==> src/design/bft_pkg.sv <==
// ----------------------------------------------------------------------------
// bft_pkg
// Shared types and codes of the bidirectional flow table.
// ----------------------------------------------------------------------------
package bft_pkg;

	// event codes of a result
	localparam logic [2:0] EV_IGNORED   = 3'd0;
	localparam logic [2:0] EV_NEW       = 3'd1;
	localparam logic [2:0] EV_UPDATED   = 3'd2;
	localparam logic [2:0] EV_CLOSED    = 3'd3;
	localparam logic [2:0] EV_FULL      = 3'd4;
	localparam logic [2:0] EV_TIMED_OUT = 3'd5;
	localparam logic [2:0] EV_NONE_IDLE = 3'd6;

	// protocols tracked
	localparam logic [7:0] PROTO_TCP = 8'd6;
	localparam logic [7:0] PROTO_UDP = 8'd17;

	// item modes
	localparam logic MODE_PACKET = 1'b0;
	localparam logic MODE_TICK   = 1'b1;

	// configuration register indexes
	localparam logic REG_PACKET_LIMIT = 1'b0;
	localparam logic REG_IDLE_TIMEOUT = 1'b1;

	localparam logic [15:0] PACKET_LIMIT_RST = 16'd1000;
	localparam logic [15:0] IDLE_TIMEOUT_RST = 16'd60;

	typedef struct packed {
		logic [31:0] a_lo;
		logic [31:0] a_hi;
		logic [15:0] p_first;
		logic [15:0] p_second;
		logic [7:0]  proto;
	} flow_key_t;

	// classified item in the queue between front and back
	typedef struct packed {
		logic        mode;
		logic        tracked;
		flow_key_t   key;
		logic [31:0] tstamp;
	} fq_item_t;

	typedef struct packed {
		logic [2:0]  code;
		logic [5:0]  slot;
		logic [15:0] pkts;
		flow_key_t   key;
		logic        last;
	} result_t;

	typedef struct packed {
		logic [15:0] limit;
		logic [15:0] timeout;
	} cfg_t;

	typedef enum logic [2:0] {
		ST_IDLE,
		ST_MATCH,
		ST_READ,
		ST_UPDATE,
		ST_SCAN_RD,
		ST_SCAN_CHK,
		ST_SCAN_END
	} back_state_t;

endpackage

==> src/design/bft_front.sv <==
// ----------------------------------------------------------------------------
// bft_front
// Accepts items, normalizes the flow key, and queues them for the back end.
// ----------------------------------------------------------------------------
module bft_front (
	input  logic              clk,
	input  logic              arst_n,
	input  logic              item_valid,
	output logic              item_stall,
	input  logic              mode,
	input  logic [31:0]       src_addr,
	input  logic [31:0]       dst_addr,
	input  logic [15:0]       src_port,
	input  logic [15:0]       dst_port,
	input  logic [7:0]        proto_number,
	input  logic [31:0]       time_seconds,
	output bft_pkg::fq_item_t head,
	output logic              head_valid,
	input  logic              pop
);
	import bft_pkg::*;

	fq_item_t    cls_c;
	logic        swap_c;
	logic        push;
	fq_item_t    fifo_q [2];
	logic        wr_ptr_q;
	logic        rd_ptr_q;
	logic [1:0]  count_q;

	// classify and normalize so both directions share one key
	always_comb begin
		swap_c = (src_addr > dst_addr) || ((src_addr == dst_addr) && (src_port > dst_port));
		cls_c.mode    = mode;
		cls_c.tracked = (proto_number == PROTO_TCP) || (proto_number == PROTO_UDP);
		cls_c.tstamp  = time_seconds;
		cls_c.key.proto = proto_number;
		if (swap_c) begin
			cls_c.key.a_lo     = dst_addr;
			cls_c.key.a_hi     = src_addr;
			cls_c.key.p_first  = dst_port;
			cls_c.key.p_second = src_port;
		end else begin
			cls_c.key.a_lo     = src_addr;
			cls_c.key.a_hi     = dst_addr;
			cls_c.key.p_first  = src_port;
			cls_c.key.p_second = dst_port;
		end
	end

	assign item_stall = (count_q == 2'd2);
	assign push       = item_valid && !item_stall;
	assign head_valid = (count_q != 2'd0);
	assign head       = fifo_q[rd_ptr_q];

	// two-entry queue storage
	always_ff @(posedge clk) begin
		if (push) begin
			fifo_q[wr_ptr_q] <= cls_c;
		end
	end

	// queue pointers
	always_ff @(posedge clk or negedge arst_n) begin
		if (!arst_n) begin
			wr_ptr_q <= 1'b0;
			rd_ptr_q <= 1'b0;
			count_q  <= 2'd0;
		end else begin
			if (push) begin
				wr_ptr_q <= ~wr_ptr_q;
			end
			if (pop) begin
				rd_ptr_q <= ~rd_ptr_q;
			end
			case ({push, pop})
				2'b10:   count_q <= count_q + 2'd1;
				2'b01:   count_q <= count_q - 2'd1;
				default: count_q <= count_q;
			endcase
		end
	end

endmodule

==> config.mk <==
export PLATFORM = sky130hd
export DESIGN_NAME = bft_front
export DESIGN_NICKNAME = d
export VERILOG_FILES = /design/src/design/bft_pkg.sv /design/src/design/bft_front.sv
export SDC_FILE = /design/constraint.sdc
export NUM_CORES = 1
export LEC_CHECK = 0
export BUFFER_PORTS_ARGS = -buffer_cell sky130_fd_sc_hd__buf_4
export CAP_MARGIN = 20
export CORE_ASPECT_RATIO = 1.2
export CORE_MARGIN = 4
export CORE_UTILIZATION = 35
export CTS_CLUSTER_SIZE = 28
export DETAILED_ROUTE_END_ITERATION = 8
export PLACE_DENSITY_LB_ADDON = 0.25
export RECOVER_POWER = 100
export SLEW_MARGIN = 5
export SYNTH_ARGS = -nofsm -noshare
export SYNTH_HDL_FRONTEND = slang
export SYNTH_SLANG_ARGS = --single-unit
==> constraint.sdc <==
create_clock -name clk -period 14.83 [get_ports clk]
set_input_delay 0.7415 -clock clk [delete_from_list [all_inputs] [get_ports clk]]
set_output_delay 0.7415 -clock clk [all_outputs]
set_load 0.02 [all_outputs]
==> results, run 1 <==
- The highest cell delay on the worst timing path is 2.88 ns.
- IR analysis of the VDD net gives a maximum drop of 0.112 mV.
- The maximum level of the CTS H-tree is 1.
- The share of total power dissipated in combinational logic is 34.0%.
- In this run the count of I/O pins placed on the die edge is 281.
- The clock latency of the later-clocked register in the worst-skew pair is 0.55 ns.
- For this run, the number of standard cells in the final layout without fillers is 1,507.
- The starting density of the core is 35.6%.
- The peak clock frequency supported by timing is 171 MHz.
- In this run the worst path has a maximum fanout of 65.
- The HPWL after detailed placement is 19,300 um.
- The most repeated library cell on the critical path is clkbuf_1.
- In the final layout, the share of cells above drive strength 1 is 30.9%.
- The startpoint-to-endpoint class of the critical path is reg2out.
- Of the total power, registers draw 40.6%.
- Broken down by cell family, the worst path's largest delay share belongs to buffers and inverters.
- Routability-driven placement finished with a final weighted congestion of 0.716.
- The internal power of the cells totals 1.91 mW.
- Leaving out fill and tap cells, the most frequent cells in the layout are edfxtp_1, clkbuf_1, mux2_2.
- The worst setup path is captured at a primary output.
- The net count of the finished layout is 1,211.
- The largest individual stage delay along the critical path comes from the cell clkbuf_1.
- After synthesis the cells add up to 0.0125 mm2.
- The number of antenna violations at the first check in global routing is 0.
- The TritonCTS buffer count is 31.
- Leaving out fill and tap cells, the most frequent cell in the layout is edfxtp_1.
- The count of yosys warnings during synthesis is 0.
- The net switching power of the design is 953 uW.
- Measured along the y axis, the die boundary spans 215 um.
- The portion of the post-synthesis area used by sequential elements is 67.1%.
- The area inside the core boundary is 0.0351 mm2.
- The min-delay analysis places its worst path in the category in2reg.
- Global routing used 25.9% of the available met2 tracks.
- The area growth from synthesis to layout is 24.1%.
- For the pin with the worst max-slew slack, the measured transition is 4.04 ns.
- Row generation in the floorplan step produced 75 rows.
- The number of remaining DRC errors is 0.
- The number of unique standard cell types used by synthesis is 35.
- No sink is reached through more buffers than the 3 on the longest clock path.
- After synthesis, the share of flip-flops with an asynchronous set or reset is 1.43%.
- The post-layout instance area is 0.0155 mm2.
- The number of buffer cells added on primary ports is 280.
- The multiplexer share of the synthesized area is 21.1%.
- The post-placement setup slack is 10.89 ns.
- The first TritonRoute pass finished after 4 iterations.
- By area, the combinational part of the netlist is dominated by multiplexers.
- The global-route layer with the greatest usage is met2.
- The die is 181 um wide.
- Entering global routing, the biggest net connects 66 pins.
- The number of clock sinks is 280.
- The mean number of vias per cell is 4.74.
- The critical path arrival is 5.12 ns.
- For the worst setup path, the data required time is 14.09 ns.
- The most frequently used flop master after synthesis is edfxtp_1.
- The via count of the first global-routing pass is 7,817.
- Setup violations remaining at the end of the flow were counted as 0.
- The number of enable flip-flop cells after synthesis is 276.
- Across all setup checks in the final design, the least slack found is 8.97 ns.
- The number of placed instances, taps included, is 1,449.
- The total vias in the final route is 7,138.
- The average detailed-routed wire length per instance is 18.8 um.
- The signal on the critical path passes through clkbuf_1 > mux2_2 > clkbuf_1.
- The count of nets left with antenna violations once routing finished came out at 0.
- The placed cell area is 0.0151 mm2.
- Setup repair after global routing left no endpoint under its margin.
- The run finished, with violations left.
- The xor and xnor fraction of the mapped netlist area is 0.350%.
- After the first detailed-routing iteration, the DRC count stood at 208.
- The clock tree skew after final layout is 0.0134 ns.
- The antenna diode count is 0.
- The global-route wire length before repair is 43,900 um.
- The synthesized netlist devotes 2.16% of its cell area to compound gates.
- The relative slew slack is -169%.
- The clock transition time at the flip-flop clock pins of the worst setup and hold paths is 0.06 ns.
- The number of hold-slack violations in the final timing report is 0.
- For this block, the routed nets add up to 28,400 um of wire.
- The number of buffers and inverters on the critical path is 2.
- The total congestion overflow is 0.
- The synthesized netlist devotes 4.90% of its cell area to adder and majority cells.
- The overall global routing resource usage is 14.1%.
- For met3 alone, demand over resource in global routing was 3.33%.
- The max-cap violation count is 8.
- After synthesis, the mean cell area works out to 17.3 um2.
- Net switching is 33.3% of the power.
- After routing, the total negative slack on setup checks comes to 0 ns.
- The analysis attributes to cell leakage a power of 5.69 nW.
- Synthesis handed over a netlist of 724 instances.
- TritonCTS built the clock tree.
- The final-report max-slew violation count is 482.
- Power spread over the standard cell area amounts to 185 mW/mm2.
- The minimum period implied by the final worst setup slack is 5.86 ns.
- The tree is rooted in a clkbuf_16.
- The net count after synthesis is 914.
- Global routing used 16.5% of the available met1 tracks.
- Of the total power, the clock network draws 25.4%.
- The area enclosed by the die boundary is 0.0388 mm2.
- The checks that failed: capacitance limit, slew limit.
- The launching element type of the critical path is a register.
- After layout, the worst path uses 39.5% of the clock period.
- The number of flip-flops and latches in the synthesized netlist is 280.
- The area share of and/or/nand/nor cells after synthesis is 1.83%.
[kinds of logic (layout without fill, tap and decap cells)]
kind of cell    count (synthesis)  in the layout
simple gates                   41             41
fa+ha+maj                      49             49
mux                           234            234
xor+xnor                        5              5
buf+inv                        74            395
compound gates                 41             41
flops                         280            280
[flip-flops by register name, summed over array words and instances (netlist names)]
register,count
count_q,2
fifo_q,276
rd_ptr_q,1
wr_ptr_q,1
[final timing paths]
check,startpoint,slack (ns),to,depth (start not counted)
max,rd_ptr_q,8.97,head[56],3
min,pop,0.38,rd_ptr_q,2
max reg2reg,count_q[0],9.80,fifo_q[0][79],4
min reg2reg,count_q[1],0.48,count_q[1],1
max in group asynchronous,arst_n,14.08,rd_ptr_q,2
min in group asynchronous,arst_n,0.55,count_q[0],2
[Yosys cell counts (2+ instances only)]
library cell,count,share of area (%)
nor2_1,5,0.15
o21ai_0,6,0.24
edfxtp_1,276,66
nand2b_1,2,0.10
buf_6,5,0.45
ha_1,49,4.9
xor2_1,2,0.14
mux2_1,40,3.6
nor2b_1,2,0.10
a221o_1,2,0.16
nor4_1,4,0.20
buf_1,3,0.090
a21o_1,8,0.48
buf_2,5,0.20
a21boi_0,2,0.12
nor4bb_1,2,0.16
xnor2_1,3,0.21
clkbuf_1,12,0.36
o31a_1,2,0.14
nand3_1,3,0.12
nand4_1,10,0.50
dfrtp_1,4,0.80
mux2_2,194,17
inv_1,49,1.5
nand2_1,8,0.24
a21oi_1,17,0.68
[repair_timing]
action,in CTS,in global routing
buffers inserted,0,0
resized for setup,0,0
endpoints found under the hold margin,4,0
hold buffers,1,0
[per-stage QoR]
step	util (%)	total power, mW	hold slack [ns]
after CTS	45.9	3.02	0.328
after floorplan	-	1.85	0.446
after global routing	44.2	3.03	0.349
after global placement	43.1	2.27	0.474
after detailed placement	43.1	2.28	0.477
final	44.2	2.87	0.379
[area by class of cell]
cell class / instances / area, um2
Clock buffer: 34 / 787
Clock inverter: 23 / 184
Fill cell: 3326 / 19600
Inverter: 49 / 184
Multi-Input combinational cell: 370 / 3790
Sequential cell: 280 / 8390
Tap cell: 462 / 578
Timing Repair Buffer: 289 / 1600
[power groups by stage]
stage / Combinational [mW] / Clock (mW) / Sequential [mW]
after floorplan: 0.670 / 0 / 1.18
after global placement: 1.12 / 0 / 1.15
after detailed placement: 1.12 / 0 / 1.16
after CTS: 1.12 / 0.754 / 1.15
after global routing: 1.05 / 0.792 / 1.18
final: 0.974 / 0.728 / 1.16
[layer usage]
layer  routed length, um  vias to the layer above
met4                 625                        0
met3                1680                       38
li1                    -                     3387
met1               11200                     3516
met2               14800                      197
met5                   0                        -
Power figures use the tool's default switching activity.
==> run 2: changes to the inputs <==
clock period = 5.9 ns   (was 14.83 ns; I/O delays follow)
==> run 2 against run 1 <==
  * The flow still finishes with violations (capacitance limit, slew limit)
  * Sequential share of layout area decreased by 1.9 points
  * Final cell count increased by 2.4%
  * Worst hold slack got worse by 0.32 ns
  * Clock skew increased by 0.0040 ns
  * First-iteration DRC count increased by 49%
  * Die area unchanged
  * Sequential power increased to 2.5 times the previous value
  * Core utilization increased by 1.6 points
  * Total power increased to 2.5 times the previous value
  * Clock-buffer cell count increased by 2
  * Global-route usage decreased by 0.092 points
  * Wire length increased by 0.43%
  * Critical endpoint is now fifo_q[1][72]
  * Highest routed layer unchanged
==> results, run 2 (synthesized netlist as in run 1, its figures left out) <==
- The number of antenna violations at the first check in global routing was 0.
- The number of hold-slack violations in the final timing report is 0.
- Across the run, the number of max-cap violations was 3.
- In this run the tool buffered the top-level ports with 280 buffer cells.
- In this run the power spent charging and discharging nets is 2.41 mW.
- The endpoint identified for the worst register-to-register timing path is fifo_q[1][72].
- The worst-case vdd ir drop is 0.296 mV.
- The switching share of total power is 33.1%.
- Clock skew on the completed layout was measured at 0.0174 ns.
- The total vias in the final route is 7,291.
- The weighted congestion at the end of routability-driven global placement is 0.732.
- The worst flop-to-flop path startpoint is count_q[0].
- The clock transition time at the flip-flop clock pins of the worst setup and hold paths is 0.06 ns.
- The number of clock buffers added by TritonCTS is 30.
- The type of the tightest min-delay check is in2reg.
- The startpoint-to-endpoint class of the critical path is reg2reg.
- After the last flow step, the layout net total stands at 1,249.
- Along the worst hold path, the cell count comes to 2.
- The worst endpoint required time is 6.08 ns.
- Derived from the worst setup path, the maximum achievable clock frequency is 258 MHz.
- Adding up every negative setup slack in the final design gives 0 ns.
- The critical path arrival is 4.07 ns.
- Setup repair after global routing left no endpoint under its margin.
- The later pin in the worst-skew pair is clocked with a latency of 0.56 ns.
- Per report_power, the sequential group accounts for 40.2% of the total.
- For this run, the slowest stage of the critical path takes 2.40 ns.
- After detailed routing, the average wire length per cell comes to 18.5 um.
- Across all register-to-register paths, the minimum setup slack is 2.02 ns.
- Compared with the post-synthesis result, the final layout area differs by 28.6%.
- Summing all flip-flop and latch instances after layout gives 0.00839 mm2.
- The cell family contributing the most delay on the critical path is simple AND/OR/NAND/NOR gates.
- The register with the most flip-flops in the layout has 276 of them.
- The largest registers in the layout are fifo_q x276, count_q x2.
- Setup violations remaining at the end of the flow were counted as 0.
- The number of antenna-violating nets in the routed design is 0.
- The first detailed-routing pass took 4 iterations.
- Of the cells placed in the final design, the portion with a size suffix greater than 1 is 32.7%.
- The number of placement rows is 75.
- The longest clock path from root to sink contains 3 buffers.
- The clock network burns 27.1% of the power.
- The via count of the first global-routing pass was 7,730.
- The repair_antennas step left the layout with diodes totalling 0.
- Measured against its own limit, the worst slew margin works out to -120%.
- The worst hold path terminates at fifo_q[0][112].
- After floorplanning, the core was sized to cover 0.0351 mm2.
- Ranked by flip-flop count, first place goes to fifo_q.
- Global routing finished with a remaining overflow of 0.
- The final-report max-slew violation count came to 128.
- In the layout the commonest cells are edfxtp_1, mux2_2, clkbuf_1.
- The tree is rooted in a clkbuf_16.
- Traced cell by cell, the critical path runs through nand2b_1 > and3_1 > buf_12.
- Together, buffers and inverters on the worst path number 1.
- Using the TritonRoute via totals, the vias-per-cell ratio works out to 4.73.
- TritonCTS built the clock tree.
- The number of remaining DRC errors is 0.
- Of all nets on the critical path, the largest fanout is 74.
- The total power after layout is 7.28 mW.
- The height of the die is 215 um.
- The layout has 3,253 filler cells.
- The final reports fail on capacitance limit, slew limit.
- The pin count of the biggest net entering global routing is 120.
- The multi-input combinational cells in the finished layout cover a total of 0.00379 mm2.
- The area enclosed by the die boundary is 0.0388 mm2.
- In the finished design, the share of the clock period the worst path needs comes to 65.8%.
- The library cell used most frequently in the layout, excluding fill and tap cells, is edfxtp_1.
- The depth of the worst register-to-register path is 3.
- The maximum level of the CTS H-tree is 1.
- For this design the top-level I/O count stands at 281.
- The kind of end point of the critical path is a register.
- The global-route wire length before repair is 43,800 um.
- The die is 181 um wide.
- The number of clock sinks is 280.
- The total power density per cell area is 453 mW/mm2.
- At the pin with the least slew margin, the transition time is 3.29 ns.
- The overall global routing resource usage is 14.0%.
- For this design, the slowest cell found on the critical path is and3_1.
- The final layout contains routed wiring with a total length of 28,500 um.
- The part of the total power dissipated in combinational logic is 32.7%.
- The HPWL after detailed placement is 18,900 um.
- The worst path in the final design needs a cycle of 3.88 ns, including I/O delays and setup.
- The flow ran to the end, but the final reports show violations.
- The total leakage power is 5.94 nW.
- The internal power contribution is 4.88 mW.
- The launching element type of the critical path is a register.
- The initial utilization of the core area, before any placement, comes to 35.6%.
- The first routing iteration left 309 violations.
- The startpoint of the lowest-slack hold path is dst_addr[8].
-- run 2: repair_timing --
action / in CTS / in global routing
hold endpoints to repair: 87 / 0
buffers inserted: 0 / 0
hold buffers: 43 / 0
gates resized for setup: 0 / 0
-- run 2: cell type report --
| cell class | count | area share (%) |
|---|---|---|
| Clock buffer | 36 | 4.94 |
| Tap cell | 462 | 3.60 |
| Timing Repair Buffer | 328 | 13.0 |
| Clock inverter | 18 | 1.53 |
| Inverter | 49 | 1.14 |
| Multi-Input combinational cell | 370 | 23.6 |
| Sequential cell | 280 | 52.2 |
-- run 2: per-stage QoR --
| step | cell area [um2] | cells | setup slack, ns | util (%) | hold slack [ns] |
|---|---|---|---|---|---|
| finish | 16100 | 1543 | 2.02 | 45.8 | 0.0627 |
| global route | 16100 | 1543 | 1.62 | 45.8 | 0.0330 |
| CTS | 16600 | 1543 | 2.90 | 47.3 | 0.0157 |
| detailed placement | 15100 | 1446 | 2.31 | 43.1 | 0.0967 |
| global placement | 15100 | 1446 | 2.35 | 43.1 | 0.0930 |
| floorplan | 12500 | 724 | 1.23 | - | -0.000591 |
-- run 2: power by group through the flow --
stage                     sequential [mW]  combinational (mW)  clock, mW
after CTS                            2.93                2.81       2.04
after global routing                 2.97                2.58       2.12
after detailed placement             2.97                2.77          0
after floorplan                      2.93                1.68          0
final                                2.92                2.38       1.97
after global placement               2.95                2.77          0
-- run 2: layer usage --
layer / GRT usage (%) / share of wire, % / wire (um) / vias up
li1: - / - / - / 3485
met1: 17.4 / 42 / 11900 / 3577
met2: 24.8 / 50 / 14300 / 190
met3: 3.08 / 5.5 / 1580 / 39
met4: 4.11 / 2.4 / 687 / 0
met5: 0 / 0 / 0 / -
-- run 2: worst reg2reg max path, cell delays in order, from the launching register on --
cell and delay [ns]:
dfrtp_1 0.40, nand2b_1 0.17, and3_1 2.40, buf_12 0.40
-- run 2: how the worst max path moves through the flow --
stage,from,endpoint,slack [ns],cells after the start
3_5_place_dp,src_addr[31],fifo_q[0][84],2.31,8
4_1_cts,src_addr[31],fifo_q[0][131],2.90,8
6_report,count_q[0],fifo_q[1][72],2.02,3
5_1_grt,count_q[0],fifo_q[1][45],1.62,3
2_1_floorplan,count_q[0],fifo_q[0][0],1.23,3
3_3_place_gp,src_addr[31],fifo_q[0][84],2.35,8
==> run 3: changes to the inputs <==
clock period = 4 ns   (was 5.9 ns; I/O delays follow)
==> run 3 against run 2 <==
  * The run still ends with capacitance limit, slew limit left
  * First-iteration DRC count up 15%
  * Via count rose by 9.3%
  * Sequential cell count unchanged
==> results, run 3 (synthesized netlist as in run 1, its figures left out) <==
- The largest registers in the layout are fifo_q x276, count_q x2.
- After clock tree synthesis, the clock-pin slew on the worst setup and hold paths is 0.06 ns.
- Leaving out fill and tap cells, the most frequent cell in the layout is edfxtp_1.
- The CTS tree is built.
- Across the run, the number of max-cap violations was 4.
- Traced cell by cell, the critical path runs through dlygate4sd3_1 > buf_4 > inv_1 > ha_1 > nand4_1 > nor4_1 > a21boi_0 > o31a_1 > o22ai_4 > buf_12 > mux2_1 > dlygate4sd3_1.
- Clock latency on the worst-skew pair, taken at its later pin, is 0.55 ns.
- Buffers placed on the I/O ports in this run total 280.
- The area added between synthesis and finish is 39.4%.
- For this design, the slowest cell found on the critical path is nor4_1.
- The critical path arrival is 4.03 ns.
- The final reports fail on capacitance limit, slew limit.
- For the worst setup path, the data required time is 4.29 ns.
- Detailed placement finished with a half-perimeter wire length of 19,200 um.
- The aggregate routed wire length is 30,500 um.
- STA classifies the critical path endpoint as a register.
- The worst setup path is launched from an input port.
- Timing would allow up to 267 MHz.
- The number of clock buffers added by TritonCTS is 30.
- In this run the deepest clock path goes through 3 buffers.
- At the end of the flow, the number of nets in the layout was 1,398.
- The relative slew slack is -23.7%.
- Setup repair after global routing left no endpoint under its margin.
- Dividing total power by cell area gives a power density of 611 mW/mm2.
- The depth of the worst register-to-register path is 3.
- The type of the tightest min-delay check is in2reg.
- The register with the most flip-flops in the layout has 276 of them.
- After layout, the minimum clock period comes to 3.74 ns.
- The slack of the worst reg-to-reg path is 0.58 ns.
- The number of antenna violations at the first check in global routing is 0.
- The startpoint-to-endpoint class of the critical path is in2reg.
- The highest cell delay on the worst timing path is 0.75 ns.
- The register with the most flip-flops is fifo_q.
- Across the routed clock network, the largest skew measured is 0.00821 ns.
- Routability-driven placement finished with a final weighted congestion of 0.723.
- The routed design uses 15,600 um of met2 wire.
- In this run the vertical extent of the chip is 215 um.
- The first global-routing pass estimated 48,000 um of wire.
- The detailed-router iteration count before antenna repair is 4.
- The antenna diode count is 0.
- The total length of routed met3 wires is 1600 um.
- The maximum fanout count along the critical path is 49.
- The total vias in the final route is 7,972.
- The cell that appears most often on the critical path is dlygate4sd3_1.
- The utilization of the core after routing is 49.7%.
- Across the VDD grid, the largest voltage drop is 0.394 mV.
- Global routing used 15.2% of the available tracks across all layers.
- The via count of the first global-routing pass is 8,711.
- The startpoint identified for the worst register-to-register timing path is count_q[0].
- The instance count along the most critical hold path is 3.
- The number of remaining DRC errors is 0.
- The transition time at the pin with the least slew margin is 1.85 ns.
- After detailed routing, the wire length on met1 is 12,700 um.
- In this run the number of H-tree levels came out at 1.
- The width of the chip is 181 um.
- The worst hold path terminates at wr_ptr_q.
- The pin count of the biggest net entering global routing is 110.
- Setup violations remaining at the end of the flow were counted as 0.
- The endpoint of the worst-slack reg-to-reg timing path is fifo_q[1][71].
- The startpoint of the lowest-slack hold path is item_valid.
- In the layout the commonest cells are edfxtp_1, dlygate4sd3_1, mux2_2.
- Dividing the detail-routed wire length by the instance count gives 18.0 um.
- Cells with a size suffix above 1 make up 28.7% of the layout.
- The boundary pin count is 281.
- In this run the standard cell core region covers 0.0351 mm2.
- The number of clock sinks is 280.
- Summed over all layers, the global routing overflow is 0.
- Dividing the detail-routed via count by the number of cells gives 4.71.
- Row generation in the floorplan step produced 75 rows.
- The number of hold-slack violations in the final timing report is 0.
- The final-layout worst hold slack is 0.0199 ns.
- The first routing iteration left 355 violations.
- The number of antenna-violating nets in the routed design is 0.
- The buffer type at the clock tree root is clkbuf_16.
- The total leakage power is 6.51 nW.
- The run finished, with violations left.
- The top routing layer in use is met4.
- The area enclosed by the die boundary is 0.0388 mm2.
- The final critical path takes up 93.6% of the cycle.
- The sum of negative setup slack is 0 ns.
- The final-report max-slew violation count was 236.
- The starting density of the core is 35.6%.
==> run 3: cell count changes in the layout (fill, tap and decap cells not counted), sizes merged <==
cell and delta:
inv -1, clkinvlp -2, dlygate4sd3 +145, clkbuf +15, bufinv -6
==> run 3: critical path: cells and delay by family <==
family / cells / cell delay (ns)
fa+ha+maj: 1 / 0.30
buf+inv: 5 / 1.48
compound gates: 3 / 0.70
simple gates: 2 / 0.93
mux: 1 / 0.35
==> run 3: per-stage QoR <==
stage	std cells	instance area (um2)	power, mW	setup WS, ns
after CTS	1694	18000	11.3	0.242
after global routing	1694	17400	11.2	0.0507
after detailed placement	1450	15200	8.49	0.763
after floorplan	724	12500	6.76	0.873
after global placement	1450	15200	8.46	0.685
final	1694	17400	10.6	0.257
==> run 3: area by class of cell <==
type,instances,area (um2)
inverter,49,184
clock inverter,9,43.8
tap,462,578
timing repair buffer,477,3560
multi-input combinational,370,3790
clock buffer,47,886
fill,3146,17700
sequential,280,8390
==> run 3: metal layers <==
layer	up-vias	GRT usage (%)
met1	3967	18.7
met2	195	27.4
li1	3770	-
met3	40	3.16
met5	-	0
met4	0	3.93
==> run 3: what timing repair did <==
item | CTS | global route
resized for setup | 0 | 0
hold buffers | 188 | 0
buffers inserted | 0 | 0
hold endpoints to repair | 280 | 0
==> run 3: power by group <==
group	leakage, nW	switching (mW)	total, mW	internal (mW)
Clock	0.457	1.09	2.60	1.51
Combinational	3.44	2.31	3.74	1.42
Sequential	2.61	0.201	4.31	4.10
==> run 3: how the worst max path moves through the flow <==
stage	from	end	slack, ns	cells past startpoint
3_5_place_dp	dst_addr[15]	fifo_q[1][115]	0.76	10
5_1_grt	dst_addr[15]	fifo_q[0][115]	0.05	12
2_1_floorplan	count_q[0]	fifo_q[0][0]	0.87	3
4_1_cts	src_addr[15]	fifo_q[0][115]	0.24	11
6_report	dst_addr[15]	fifo_q[1][119]	0.26	12
3_3_place_gp	src_addr[15]	fifo_q[0][111]	0.68	9
